**config.mk**
```make
export PLATFORM = sky130hd
export DESIGN_NAME = dda_line_rasterizer
export DESIGN_NICKNAME = d
export VERILOG_FILES = /design/src/rtl/dlr_pkg.sv /design/src/rtl/dlr_front.sv /design/src/rtl/dlr_queue.sv /design/src/rtl/dlr_back.sv /design/src/rtl/dda_line_rasterizer.sv
export SDC_FILE = /design/constraint.sdc
export NUM_CORES = 1
export LEC_CHECK = 0
export ABC_CLOCK_PERIOD_IN_PS = 3400
export BUFFER_PORTS_ARGS = -buffer_cell sky130_fd_sc_hd__clkbuf_2
export CORE_MARGIN = 2
export CORE_UTILIZATION = 25
export CTS_CLUSTER_SIZE = 25
export DETAILED_ROUTE_END_ITERATION = 10
export PLACE_DENSITY_LB_ADDON = 0.05
export SLEW_MARGIN = 40
export SYNTH_ARGS = -nofsm -noshare
export SYNTH_HDL_FRONTEND = slang
export SYNTH_SLANG_ARGS = --single-unit
```
**constraint.sdc**
```tcl
create_clock -name clock -period 3.4 [get_ports clock]
set_clock_uncertainty 0.05 [all_clocks]
set_input_delay 0.17 -clock clock [delete_from_list [all_inputs] [get_ports clock]]
set_output_delay 0.17 -clock clock [all_outputs]
set_load 0.02 [all_outputs]
```
**src/rtl/dlr_pkg.sv**
```systemverilog
package dlr_pkg;

   // Coordinate width used inside the block; port fields stay at the full width.
   localparam int COORD_BITS     = 6;
   localparam int PORT_COORD_BITS = 6;
   localparam int GRAY_BITS      = 8;

   // Line descriptor queue between the front and back parts.
   localparam int QUEUE_DEPTH    = 2;
   localparam int QUEUE_PTR_BITS = (QUEUE_DEPTH > 1) ? $clog2(QUEUE_DEPTH) : 1;
   localparam int QUEUE_CNT_BITS = $clog2(QUEUE_DEPTH + 1);

   typedef logic [COORD_BITS-1:0] coord_type;

   // One classified line: start point, per-axis magnitude and direction,
   // the step count n = max(|dx|, |dy|) and the gray level.
   typedef struct packed {
      coord_type            x_start;
      coord_type            y_start;
      coord_type            x_mag;
      coord_type            y_mag;
      coord_type            steps;
      logic                 x_neg;
      logic                 y_neg;
      logic [GRAY_BITS-1:0] gray;
   } line_desc_type;

   typedef struct packed {
      logic full;
      logic empty;
   } queue_status_type;

   typedef enum logic {
      BACK_IDLE,
      BACK_RUN
   } back_state_type;

endpackage

```
**src/rtl/dlr_front.sv**
```systemverilog
module dlr_front import dlr_pkg::*; (
   input  logic [PORT_COORD_BITS-1:0] req_x_start,
   input  logic [PORT_COORD_BITS-1:0] req_y_start,
   input  logic [PORT_COORD_BITS-1:0] req_x_end,
   input  logic [PORT_COORD_BITS-1:0] req_y_end,
   input  logic [GRAY_BITS-1:0]       req_gray,
   output line_desc_type              desc
);

   coord_type xs;
   coord_type ys;
   coord_type xe;
   coord_type ye;
   coord_type x_mag;
   coord_type y_mag;
   logic      x_neg;
   logic      y_neg;

   // Bits above the coordinate width are ignored.
   assign xs = req_x_start[COORD_BITS-1:0];
   assign ys = req_y_start[COORD_BITS-1:0];
   assign xe = req_x_end[COORD_BITS-1:0];
   assign ye = req_y_end[COORD_BITS-1:0];

   always_comb begin
      x_neg = (xe < xs);
      y_neg = (ye < ys);
      x_mag = x_neg ? (xs - xe) : (xe - xs);
      y_mag = y_neg ? (ys - ye) : (ye - ys);
   end

   always_comb begin
      desc.x_start = xs;
      desc.y_start = ys;
      desc.x_mag   = x_mag;
      desc.y_mag   = y_mag;
      desc.steps   = (x_mag > y_mag) ? x_mag : y_mag;
      desc.x_neg   = x_neg;
      desc.y_neg   = y_neg;
      desc.gray    = req_gray;
   end

endmodule

```
**src/rtl/dlr_queue.sv**
```systemverilog
module dlr_queue import dlr_pkg::*; (
   input  logic             clock,
   input  logic             reset,
   input  logic             push,
   input  line_desc_type    push_desc,
   input  logic             pop,
   output line_desc_type    head_desc,
   output queue_status_type status
);

   line_desc_type               entry_ff [QUEUE_DEPTH];
   logic [QUEUE_PTR_BITS-1:0]   wr_ptr_ff;
   logic [QUEUE_PTR_BITS-1:0]   wr_ptr_in;
   logic [QUEUE_PTR_BITS-1:0]   rd_ptr_ff;
   logic [QUEUE_PTR_BITS-1:0]   rd_ptr_in;
   logic [QUEUE_CNT_BITS-1:0]   count_ff;
   logic [QUEUE_CNT_BITS-1:0]   count_in;

   assign status.full  = (count_ff == QUEUE_CNT_BITS'(QUEUE_DEPTH));
   assign status.empty = (count_ff == '0);
   assign head_desc    = entry_ff[rd_ptr_ff];

   always_comb begin
      wr_ptr_in = wr_ptr_ff;
      rd_ptr_in = rd_ptr_ff;
      count_in  = count_ff;
      if (push) begin
         wr_ptr_in = (wr_ptr_ff == QUEUE_PTR_BITS'(QUEUE_DEPTH - 1)) ? '0 : wr_ptr_ff + 1'b1;
      end
      if (pop) begin
         rd_ptr_in = (rd_ptr_ff == QUEUE_PTR_BITS'(QUEUE_DEPTH - 1)) ? '0 : rd_ptr_ff + 1'b1;
      end
      if (push && !pop) begin
         count_in = count_ff + 1'b1;
      end else if (pop && !push) begin
         count_in = count_ff - 1'b1;
      end
   end

   always_ff @(posedge clock) begin
      if (reset) begin
         wr_ptr_ff <= '0;
         rd_ptr_ff <= '0;
         count_ff  <= '0;
      end else begin
         wr_ptr_ff <= wr_ptr_in;
         rd_ptr_ff <= rd_ptr_in;
         count_ff  <= count_in;
      end
   end

   always_ff @(posedge clock) begin
      if (push) begin
         entry_ff[wr_ptr_ff] <= push_desc;
      end
   end

`ifndef ASSERT_OFF
   a_no_push_when_full: assert property (@(posedge clock) disable iff (reset)
      status.full |-> !push)
      else $error("line queue written while full");

   a_no_pop_when_empty: assert property (@(posedge clock) disable iff (reset)
      status.empty |-> !pop)
      else $error("line queue read while empty");
`endif

endmodule

```
**src/rtl/dlr_back.sv**
```systemverilog
module dlr_back import dlr_pkg::*; (
   input  logic                       clock,
   input  logic                       reset,
   input  queue_status_type           queue_status,
   input  line_desc_type              head_desc,
   output logic                       pop,
   output logic                       rsp_valid,
   output logic [PORT_COORD_BITS-1:0] rsp_pixel_x,
   output logic [PORT_COORD_BITS-1:0] rsp_pixel_y,
   output logic [GRAY_BITS-1:0]       rsp_pixel_gray,
   output logic                       rsp_last
);

   back_state_type  state_ff;
   back_state_type  state_in;
   line_desc_type   desc_ff;
   coord_type       step_ff;
   coord_type       step_in;
   coord_type       qx_ff;
   coord_type       qx_in;
   coord_type       rx_ff;
   coord_type       rx_in;
   coord_type       qy_ff;
   coord_type       qy_in;
   coord_type       ry_ff;
   coord_type       ry_in;

   logic            running;
   logic            final_step;
   logic            load;
   logic [COORD_BITS:0] rx_sum;
   logic [COORD_BITS:0] ry_sum;
   logic [COORD_BITS:0] rx_sub;
   logic [COORD_BITS:0] ry_sub;
   logic            x_wrap;
   logic            y_wrap;
   coord_type       pix_x;
   coord_type       pix_y;

   logic                       rsp_valid_ff;
   logic [PORT_COORD_BITS-1:0] rsp_x_ff;
   logic [PORT_COORD_BITS-1:0] rsp_y_ff;
   logic [GRAY_BITS-1:0]       rsp_gray_ff;
   logic                       rsp_last_ff;

   assign running    = (state_ff == BACK_RUN);
   assign final_step = (step_ff == desc_ff.steps);

   // Next state.
   always_comb begin
      case (state_ff)
         BACK_IDLE: state_in = queue_status.empty ? BACK_IDLE : BACK_RUN;
         BACK_RUN:  state_in = (final_step && queue_status.empty) ? BACK_IDLE : BACK_RUN;
         default:   state_in = BACK_IDLE;
      endcase
   end

   // State outputs: take a new line when idle or on the last pixel of the current one.
   always_comb begin
      case (state_ff)
         BACK_IDLE: load = !queue_status.empty;
         BACK_RUN:  load = final_step && !queue_status.empty;
         default:   load = 1'b0;
      endcase
   end

   assign pop = load;

   // Remainder update: r + m stays below 2n, so one compare and subtract suffices.
   always_comb begin
      rx_sum = {1'b0, rx_ff} + {1'b0, desc_ff.x_mag};
      ry_sum = {1'b0, ry_ff} + {1'b0, desc_ff.y_mag};
      rx_sub = rx_sum - {1'b0, desc_ff.steps};
      ry_sub = ry_sum - {1'b0, desc_ff.steps};
      x_wrap = (rx_sum >= {1'b0, desc_ff.steps});
      y_wrap = (ry_sum >= {1'b0, desc_ff.steps});
   end

   always_comb begin
      step_in = step_ff;
      qx_in   = qx_ff;
      rx_in   = rx_ff;
      qy_in   = qy_ff;
      ry_in   = ry_ff;
      if (load) begin
         step_in = '0;
         qx_in   = '0;
         rx_in   = '0;
         qy_in   = '0;
         ry_in   = '0;
      end else if (running) begin
         step_in = step_ff + 1'b1;
         qx_in   = x_wrap ? qx_ff + 1'b1 : qx_ff;
         rx_in   = x_wrap ? rx_sub[COORD_BITS-1:0] : rx_sum[COORD_BITS-1:0];
         qy_in   = y_wrap ? qy_ff + 1'b1 : qy_ff;
         ry_in   = y_wrap ? ry_sub[COORD_BITS-1:0] : ry_sum[COORD_BITS-1:0];
      end
   end

   // A negative direction floors away from the start, so a nonzero remainder adds one.
   always_comb begin
      if (desc_ff.x_neg) begin
         pix_x = desc_ff.x_start - qx_ff - COORD_BITS'(rx_ff != '0);
      end else begin
         pix_x = desc_ff.x_start + qx_ff;
      end
      if (desc_ff.y_neg) begin
         pix_y = desc_ff.y_start - qy_ff - COORD_BITS'(ry_ff != '0);
      end else begin
         pix_y = desc_ff.y_start + qy_ff;
      end
   end

   always_ff @(posedge clock) begin
      if (reset) begin
         state_ff     <= BACK_IDLE;
         rsp_valid_ff <= 1'b0;
      end else begin
         state_ff     <= state_in;
         rsp_valid_ff <= running;
      end
   end

   always_ff @(posedge clock) begin
      step_ff <= step_in;
      qx_ff   <= qx_in;
      rx_ff   <= rx_in;
      qy_ff   <= qy_in;
      ry_ff   <= ry_in;
      if (load) begin
         desc_ff <= head_desc;
      end
      rsp_x_ff    <= PORT_COORD_BITS'(pix_x);
      rsp_y_ff    <= PORT_COORD_BITS'(pix_y);
      rsp_gray_ff <= desc_ff.gray;
      rsp_last_ff <= final_step;
   end

   assign rsp_valid      = rsp_valid_ff;
   assign rsp_pixel_x    = rsp_x_ff;
   assign rsp_pixel_y    = rsp_y_ff;
   assign rsp_pixel_gray = rsp_gray_ff;
   assign rsp_last       = rsp_last_ff;

`ifndef ASSERT_OFF
   a_step_in_range: assert property (@(posedge clock) disable iff (reset)
      running |-> (step_ff <= desc_ff.steps))
      else $error("step counter ran past the end of the line");

   a_remainder_below_steps: assert property (@(posedge clock) disable iff (reset)
      (running && desc_ff.steps != '0) |-> (rx_ff < desc_ff.steps && ry_ff < desc_ff.steps))
      else $error("step remainder not reduced");

   a_last_ends_line: assert property (@(posedge clock) disable iff (reset)
      (running && final_step && queue_status.empty) |=> !running)
      else $error("back part kept running after the last pixel");
`endif

endmodule

```
**src/rtl/dda_line_rasterizer.sv**
```systemverilog
// Channel   Direction  Handshake             Payload
// request   in         start & !busy         req_x_start, req_y_start, req_x_end, req_y_end,
//                                            req_gray
// response  out        rsp_valid (one cycle) rsp_pixel_x, rsp_pixel_y, rsp_pixel_gray, rsp_last
//
// A line of n = max(|dx|, |dy|) steps produces n + 1 pixels, one per clock cycle, set by the
// single add-and-compare stepper in the back part. Each request passes the queue, the
// descriptor register and the response register; queued lines follow with no gap.
// Reset is synchronous and active high; it empties the descriptor queue and idles the stepper.
// busy is high while the two-entry descriptor queue is full. The receiver cannot stall.
module dda_line_rasterizer import dlr_pkg::*; (
   input  logic                       clock,
   input  logic                       reset,
   input  logic                       start,
   output logic                       busy,
   input  logic [PORT_COORD_BITS-1:0] req_x_start,
   input  logic [PORT_COORD_BITS-1:0] req_y_start,
   input  logic [PORT_COORD_BITS-1:0] req_x_end,
   input  logic [PORT_COORD_BITS-1:0] req_y_end,
   input  logic [GRAY_BITS-1:0]       req_gray,
   output logic                       rsp_valid,
   output logic [PORT_COORD_BITS-1:0] rsp_pixel_x,
   output logic [PORT_COORD_BITS-1:0] rsp_pixel_y,
   output logic [GRAY_BITS-1:0]       rsp_pixel_gray,
   output logic                       rsp_last
);

   // The front part classifies each request into a line descriptor: masked start point,
   // per-axis distance and direction, and the step count.
   line_desc_type    front_desc;
   line_desc_type    head_desc;
   queue_status_type queue_status;
   logic             push;
   logic             pop;

   dlr_front u_front (
      .req_x_start (req_x_start),
      .req_y_start (req_y_start),
      .req_x_end   (req_x_end),
      .req_y_end   (req_y_end),
      .req_gray    (req_gray),
      .desc        (front_desc)
   );

   // A request transaction is taken whenever the queue has room.
   assign busy = queue_status.full;
   assign push = start && !queue_status.full;

   // The queue lets the front keep taking requests while the back part draws a line.
   dlr_queue u_queue (
      .clock     (clock),
      .reset     (reset),
      .push      (push),
      .push_desc (front_desc),
      .pop       (pop),
      .head_desc (head_desc),
      .status    (queue_status)
   );

   // The back part walks the line with an exact floor: per axis it keeps the quotient and
   // remainder of i * |d| / n, updated by one add and compare each step, so no divider is
   // needed.
   dlr_back u_back (
      .clock          (clock),
      .reset          (reset),
      .queue_status   (queue_status),
      .head_desc      (head_desc),
      .pop            (pop),
      .rsp_valid      (rsp_valid),
      .rsp_pixel_x    (rsp_pixel_x),
      .rsp_pixel_y    (rsp_pixel_y),
      .rsp_pixel_gray (rsp_pixel_gray),
      .rsp_last       (rsp_last)
   );

endmodule
```
======== Yosys cells after proc, flatten, opt, wreduce, memory -nomap -nowiden ========
Memory sizes are Yosys's and may differ from the RTL's. A register that Yosys moved wholly into a read port is not among the register bits.
Cells that the tools add are included.
storage, ports and cells
  register bits ........................... 57
  latch bits .............................. 0
  bits in writable memories ............... 80
  bits in read-only memories .............. 0
  output and inout bits ................... 23
  logic and storage cells ................. 76
  memories kept ........................... 1
cells by class
  $add $sub $neg .......................... 21
  multipliers ............................. 0
  div/mod/pow operators ................... 0
  magnitude comparators ................... 5
  equal/unequal tests ..................... 2
  shift-type cells ........................ 0
  muxes and demuxes ....................... 17
  bitwise gates (word level) .............. 1
  reductions and logical operators ........ 15
memory list
  memory            depth  width  read ports  clocked after Yosys merged registers in  write ports  line             RTL
  u_queue.entry_ff  2      40     1           1                                        1            dlr_queue.sv:11  line_desc_type entry_ff [QUEUE_DEPTH];
operator list
  cell                   number
  $sub A6 B6 Y6          8
  $mux W6                7
  $add A6 B1 Y6 const B  3
  $add A6 B6 Y7          2
  $ge A7 B6 Y1           2
  $add A6 B6 Y6          2
  $lt A6 B6 Y1           2
  $reduce_bool A6 Y1     2
  $sub A6 B1 Y6          2
  $eq A6 B6 Y1           1
  $gt A6 B6 Y1           1
  $mux W1                6
  $logic_and A1 B1 Y1    5
  $logic_not A1 Y1       4
  $mux W2                2
  $pmux W1 S2            2
  $reduce_and A2 Y1      2
  $add A1 B1 Y1 const B  2
  $add A2 B1 Y2 const B  1
  $eq A2 B2 Y1 const B   1
  $logic_not A2 Y1       1
  $reduce_bool A2 Y1     1
  $sub A2 B1 Y2 const B  1
  $not A1 Y1             1

======== Longest topological paths before layout ========
  depth after elaboration ................. 7
  mapped depth ............................ 17
  depth with buffers taken out ............ 16

======== Modules after synthesis ========
A second synthesis with hierarchy kept.
unflattened totals
  cells, all modules ...................... 791
  area, all modules ....................... 9522.9 um2
modules (own cells, without submodules)
  module               instances  cells each  area an instance (um2)
  dlr_back             1          461         5021.1
  dlr_queue            1          146         3080.5
  dlr_front            1          183         1407.6
  dda_line_rasterizer  1          1           13.8

======== Worst setup path after synthesis ========
Ideal clock, no wire load.
  path type ............................... input to register
  start ................................... in req_x_end[0]
  end ..................................... mem u_queue.entry_ff[0][11] in the netlist's numbering (data pin)
  library setup time ...................... 0.262 ns
  arrival ................................. 3.228 ns
  data required time ...................... 3.088 ns
  path slack .............................. -0.140 ns
  stages on the path ...................... 16
  path buffers ............................ 1
  path through ............................ inv_1 -> ha_1 -> inv_1 -> fa_1 -> a21o_1 -> a21oi_1 -> o21a_1 -> buf_2 -> mux2_2 -> xor2_1 -> inv_1 -> ha_1 -> o21a_1 -> o22ai_1 -> a21oi_1 -> mux2_2
RTL lines
  item         line                       RTL
  from (decl)  dda_line_rasterizer.sv:18  input logic [PORT_COORD_BITS-1:0] req_x_end,
  to (decl)    dlr_queue.sv:11

======== Worst setup path after layout ========
  start ................................... reg u_back.desc_ff[22] (netlist name)
  end ..................................... reg u_back.qx_ff[5]
on the way
  word-level cells in the longest chain between the ends .. 3
RTL lines
  item                                line             RTL
  $add A6 B6 Y7                       dlr_back.sv:71   rx_sum = {1'b0, rx_ff} + {1'b0, desc_ff.x_mag};
  $ge A7 B6 Y1                        dlr_back.sv:75   x_wrap = (rx_sum >= {1'b0, desc_ff.steps});
  $reduce_and A2 Y1 (no source line)  -
  to (signal assigned)                dlr_back.sv:126  qx_ff <= qx_in;
  to (decl)                           dlr_back.sv:19   coord_type qx_ff;
No other way between the ends.
A chain may end at the register's enable or synchronous reset.

==> results.txt <==
- Overall routing resource usage: 11.30%
* Destination of the worst register-to-register timing path: u_back.qx_ff[5]
- Die Ht: 194.8 µm
* Slowest stage cell on the critical path: edfxtp_1
* Number of different library cells in the post-synthesis netlist: 55
- Register bit count reported by yosys: 177
- Derived from the worst setup path, the maximum achievable clock frequency is 302.6 MHz.
* EDFF count, synth: 120
* Class of the tightest hold or removal check: input port to flop
- Maximum vdd ir drop: 0.0003947 V
* Final hold viol count: 0
- The most used flip-flop cell after synthesis is edfxtp_1.
* Number of antenna violations at the first check in global routing: 0
* Sequential fraction of design power: 32.3%
* Post-layout instance area: 0.01102 mm²
- GRT met1 Usage: 15.34%
* Post-route insts no fill: 1331
* Proportion of netlist area held by the largest area contributor: 39.60%
- Among all cell types in the netlist, the one instantiated most often is edfxtp_1.
* Final weighted congestion in routability-driven placement: 0.7986
- For this run, the slowest stage of the critical path takes 0.41 ns.
* Number of cells traversed by the worst register-to-register path: 13
* Reg-to-Reg Start: u_back.desc_ff[22]
- At the later pin of the worst-skew pair, clock insertion delay measures 0.44 ns.
- The critical path goes through ha_1 > fa_2 > a21o_1 > a21oi_1 > xnor2_1 > ha_1 > a21oi_1 > nand2_1 > o221a_2 > buf_4 > o211ai_1 > nor3_1 > o21a_1.
* Cells on Worst Hold Path: 2
* Met3 Track Usage GR: 2.308%
- Ys async rst share: 0%
- Arrival time reported for the critical path endpoint: 3.59 ns
- FF/Latch Area: 0.004746 mm²
* Placed Instance Area: 0.01017 mm²
* Via-per-instance ratio: 4.277
- DRC marker count from the first detailed-route iteration: 261
* Largest fanout of any net on the critical path: 5
- Largest net degree at the start of global routing: 55
* Sequential share of the synthesized area: 52.14%
- The biggest area contributor in the post-synthesis netlist is edfxtp_1.
* Part of the cycle the worst path needs: 97.20%
* Hold EP: u_queue.entry_ff[0][29]
- Mean area per synthesized cell: 12.23 µm²
- Number of global-route vias before repair: 6006
* Internal power consumption: 6.620 mW
* Max-slew headroom at the worst pin: 53.31%
- Site row count: 69
* Aggregate global routing overflow: 0
- The multi-input combinational cells in the finished layout cover a total of 0.004080 mm².
- Total vias in the final route: 5693
- Global-route layer with the greatest usage: met2
- Summed over all nets, the half-perimeter wirelength after detailed placement is 14610 µm.
- During synthesis, Yosys emitted a total of 0 warnings.
* CP delay by family, top: compound AO/OA/AOI/OAI gates
- CTS Sinks: 177
- The worst setup path is captured at a flop.
* Clk network pwr share: 17.3%
- Area growth from synthesis to layout: 21.15%
- Maximum Capacitance Violations: 0
- I/O pin total: 58
- Largest cells by area after synthesis: edfxtp_1, dfxtp_1, ha_1
- Measured on the finished design, the core utilization comes to 30.84%.
- Global routing consumed, on the met2 layer, 17.62% of the routing resources.
* Area of the die: 0.03794 mm²
- The H-tree generated during clock tree synthesis spans 4 levels.
- After detailed placement, the design holds a cell count of 1277.
- The count of final max-slew check failures was 0.
* NetSw: 4.423 mW
- The flow ran to the end, and the final reports show no timing, DRC or antenna violations.
* Fill cell count: 3659
- Buffers inserted during clock tree synthesis total 17.
* Maximum count of clock buffers along a single path: 2
- Actual slew at the worst max-slew pin: 0.7003 ns
- Hold path start: req_y_start[1]
- The repair_antennas step left the layout with diodes totalling 0.
- Required @ worst endpoint: 3.69 ns
* Proportion of layout cells with a drive suffix above 1: 22.99%
- Number of nets produced by synthesis: 875
* Post-layout minimum cycle time: 3.305 ns
* Setup violations, final: 0
- Switching part of the total power: 40.05%
* Wire length of the first global-routing pass: 32980 µm
- The critical path is of the flop to flop type.
* Clock Tree Root: clkbuf_16
- The commonest cells after synthesis are edfxtp_1, ha_1, inv_1.
- The floorplan step defined a core boundary enclosing 0.03574 mm².
- Worst Setup Start Kind: flop
* IO buf count: 57
* Detailed-route wire length per cell: 15.20 µm
- Once detail routing completed, the nets flagged for antenna violations numbered 0.
* Clock transition at the register clock pins on the worst setup and hold paths after CTS: 0.07 ns
* Number of standard cells after synthesis: 744
* TritonCTS clock tree: built
- Setup slack on the worst reg-to-reg path comes out at 0.1 ns.
- At the end of the flow, the number of nets in the layout was 988.
- DRC violation count after routing: 0
- Combinational logic is responsible for 50.4% of the overall power.
- The synthesized netlist occupies a cell area of 0.009100 mm².
- PD cells: 1002 mW/mm²
- Measured along the x axis, the die boundary spans 194.8 µm.
- The final layout contains routed wiring with a total length of 20240 µm.
- For this design the static power due to leakage is 4.467 nW.
* Drt pass-1 iters: 4
* Initial Util: 25.46%
- Counting both buffers and inverters, the worst setup path holds a total of 1.
- Adding up every negative setup slack in the final design gives 0 ns.
* PnR Total Power: 11.04 mW
[logic make-up (layout without fill, tap and decap cells)]
kind of cell / count (synthesis) / count (layout) / share of synthesized area [%]
mux: 64 / 64 / 7.658
fa+ha+maj: 96 / 96 / 14.35
compound gates: 134 / 134 / 9.638
simple gates: 118 / 118 / 6.311
flops: 177 / 177 / 52.14
xor+xnor: 60 / 60 / 5.775
buf+inv: 95 / 221 / 4.125
[metrics by stage]
step | setup slack (ns) | hold WS, ns
finish | 0.09533 | 0.03687
global placement | -0.1684 | 0.2799
floorplan | 0.03002 | 0.1891
CTS | 0.04779 | 0.01305
global route | -0.002716 | 0.03130
detailed placement | -0.2524 | 0.2829
[power by group through the flow]
stage | Combinational, mW | Sequential, mW | Clock, mW
2_1_floorplan | 4.02 | 3.55 | 0
3_3_place_gp | 5.32 | 3.62 | 0
3_5_place_dp | 5.36 | 3.62 | 0
4_1_cts | 5.43 | 3.58 | 2.01
5_1_grt | 6.32 | 3.65 | 2.08
6_report | 5.57 | 3.57 | 1.91
[per-layer routing]
layer,vias up,routed length [µm]
met4,0,442
li1,2873,-
met1,2718,10060
met5,-,0
met3,32,655
met2,70,9079
[cell type report]
class | instances | area share, %
well taps | 461 | 5.232
clock buffers | 18 | 3.893
flip-flops and latches | 177 | 43.05
repair buffers | 114 | 7.071
inverters | 75 | 2.554
clock inverters | 14 | 1.192
multi-input cells | 472 | 37.01
[flip-flops by register name (all words and copies together) (netlist names)]
signal                 count
u_back.rsp_pixel_y         6
u_back.rsp_pixel_x         6
u_back.rx_ff               6
u_queue.entry_ff          80
u_queue.wr_ptr_ff          1
u_back.qy_ff               6
u_back.rsp_pixel_gray      8
u_back.ry_ff               6
u_back.running             1
u_back.rsp_last            1
u_queue.rd_ptr_ff          1
u_back.qx_ff               6
u_back.desc_ff            40
u_queue.count_ff           2
u_back.rsp_valid           1
u_back.step_ff             6
[cell usage in the layout, fill, tap and decap left out, types with 3 or more instances in the layout]
cell type        n
clkinvlp_4       4
edfxtp_1       120
nand2b_1         7
o21a_1           9
o21ai_0         22
a21oi_1         39
xor2_1          29
a221oi_1         4
nor2b_1          4
dfxtp_1         56
dlygate4sd3_1   20
clkbuf_2        57
clkbuf_16       17
nor3_1           4
buf_4           35
o21bai_1         8
a21oi_2          4
nand2_1         33
nor2_1          37
clkinv_4         3
a21o_1          12
ha_1            79
a31oi_1          3
ha_2             3
inv_6            4
a311oi_1         3
xnor2_1         31
a211oi_1         7
nand3_1          6
nor4_1           3
nand3b_1         5
nand4_1          6
fa_1            12
mux2_2          43
inv_1           75
o211ai_1         3
mux2i_1         17
[worst max-delay path by stage]
stage,startpoint,endpoint,cells past startpoint
after global routing,u_back.desc_ff[22],u_back.qx_ff[5],13
after floorplan,req_x_end[0],u_queue.entry_ff[0][11],16
after global placement,req_x_end[0],u_queue.entry_ff[1][12],17
after detailed placement,req_x_end[0],u_queue.entry_ff[1][13],17
final,u_back.desc_ff[22],u_back.qx_ff[5],13
after CTS,req_x_start[3],u_queue.entry_ff[1][13],15
[repair_timing]
item | in CTS | in global routing
hold buffers | 20 | 0
resized for setup | 0 | 21
buffers inserted | 0 | 2
setup endpoints to repair | 0 | 24
hold endpoints to repair | 44 | 0
Power figures use the tool's default switching activity.
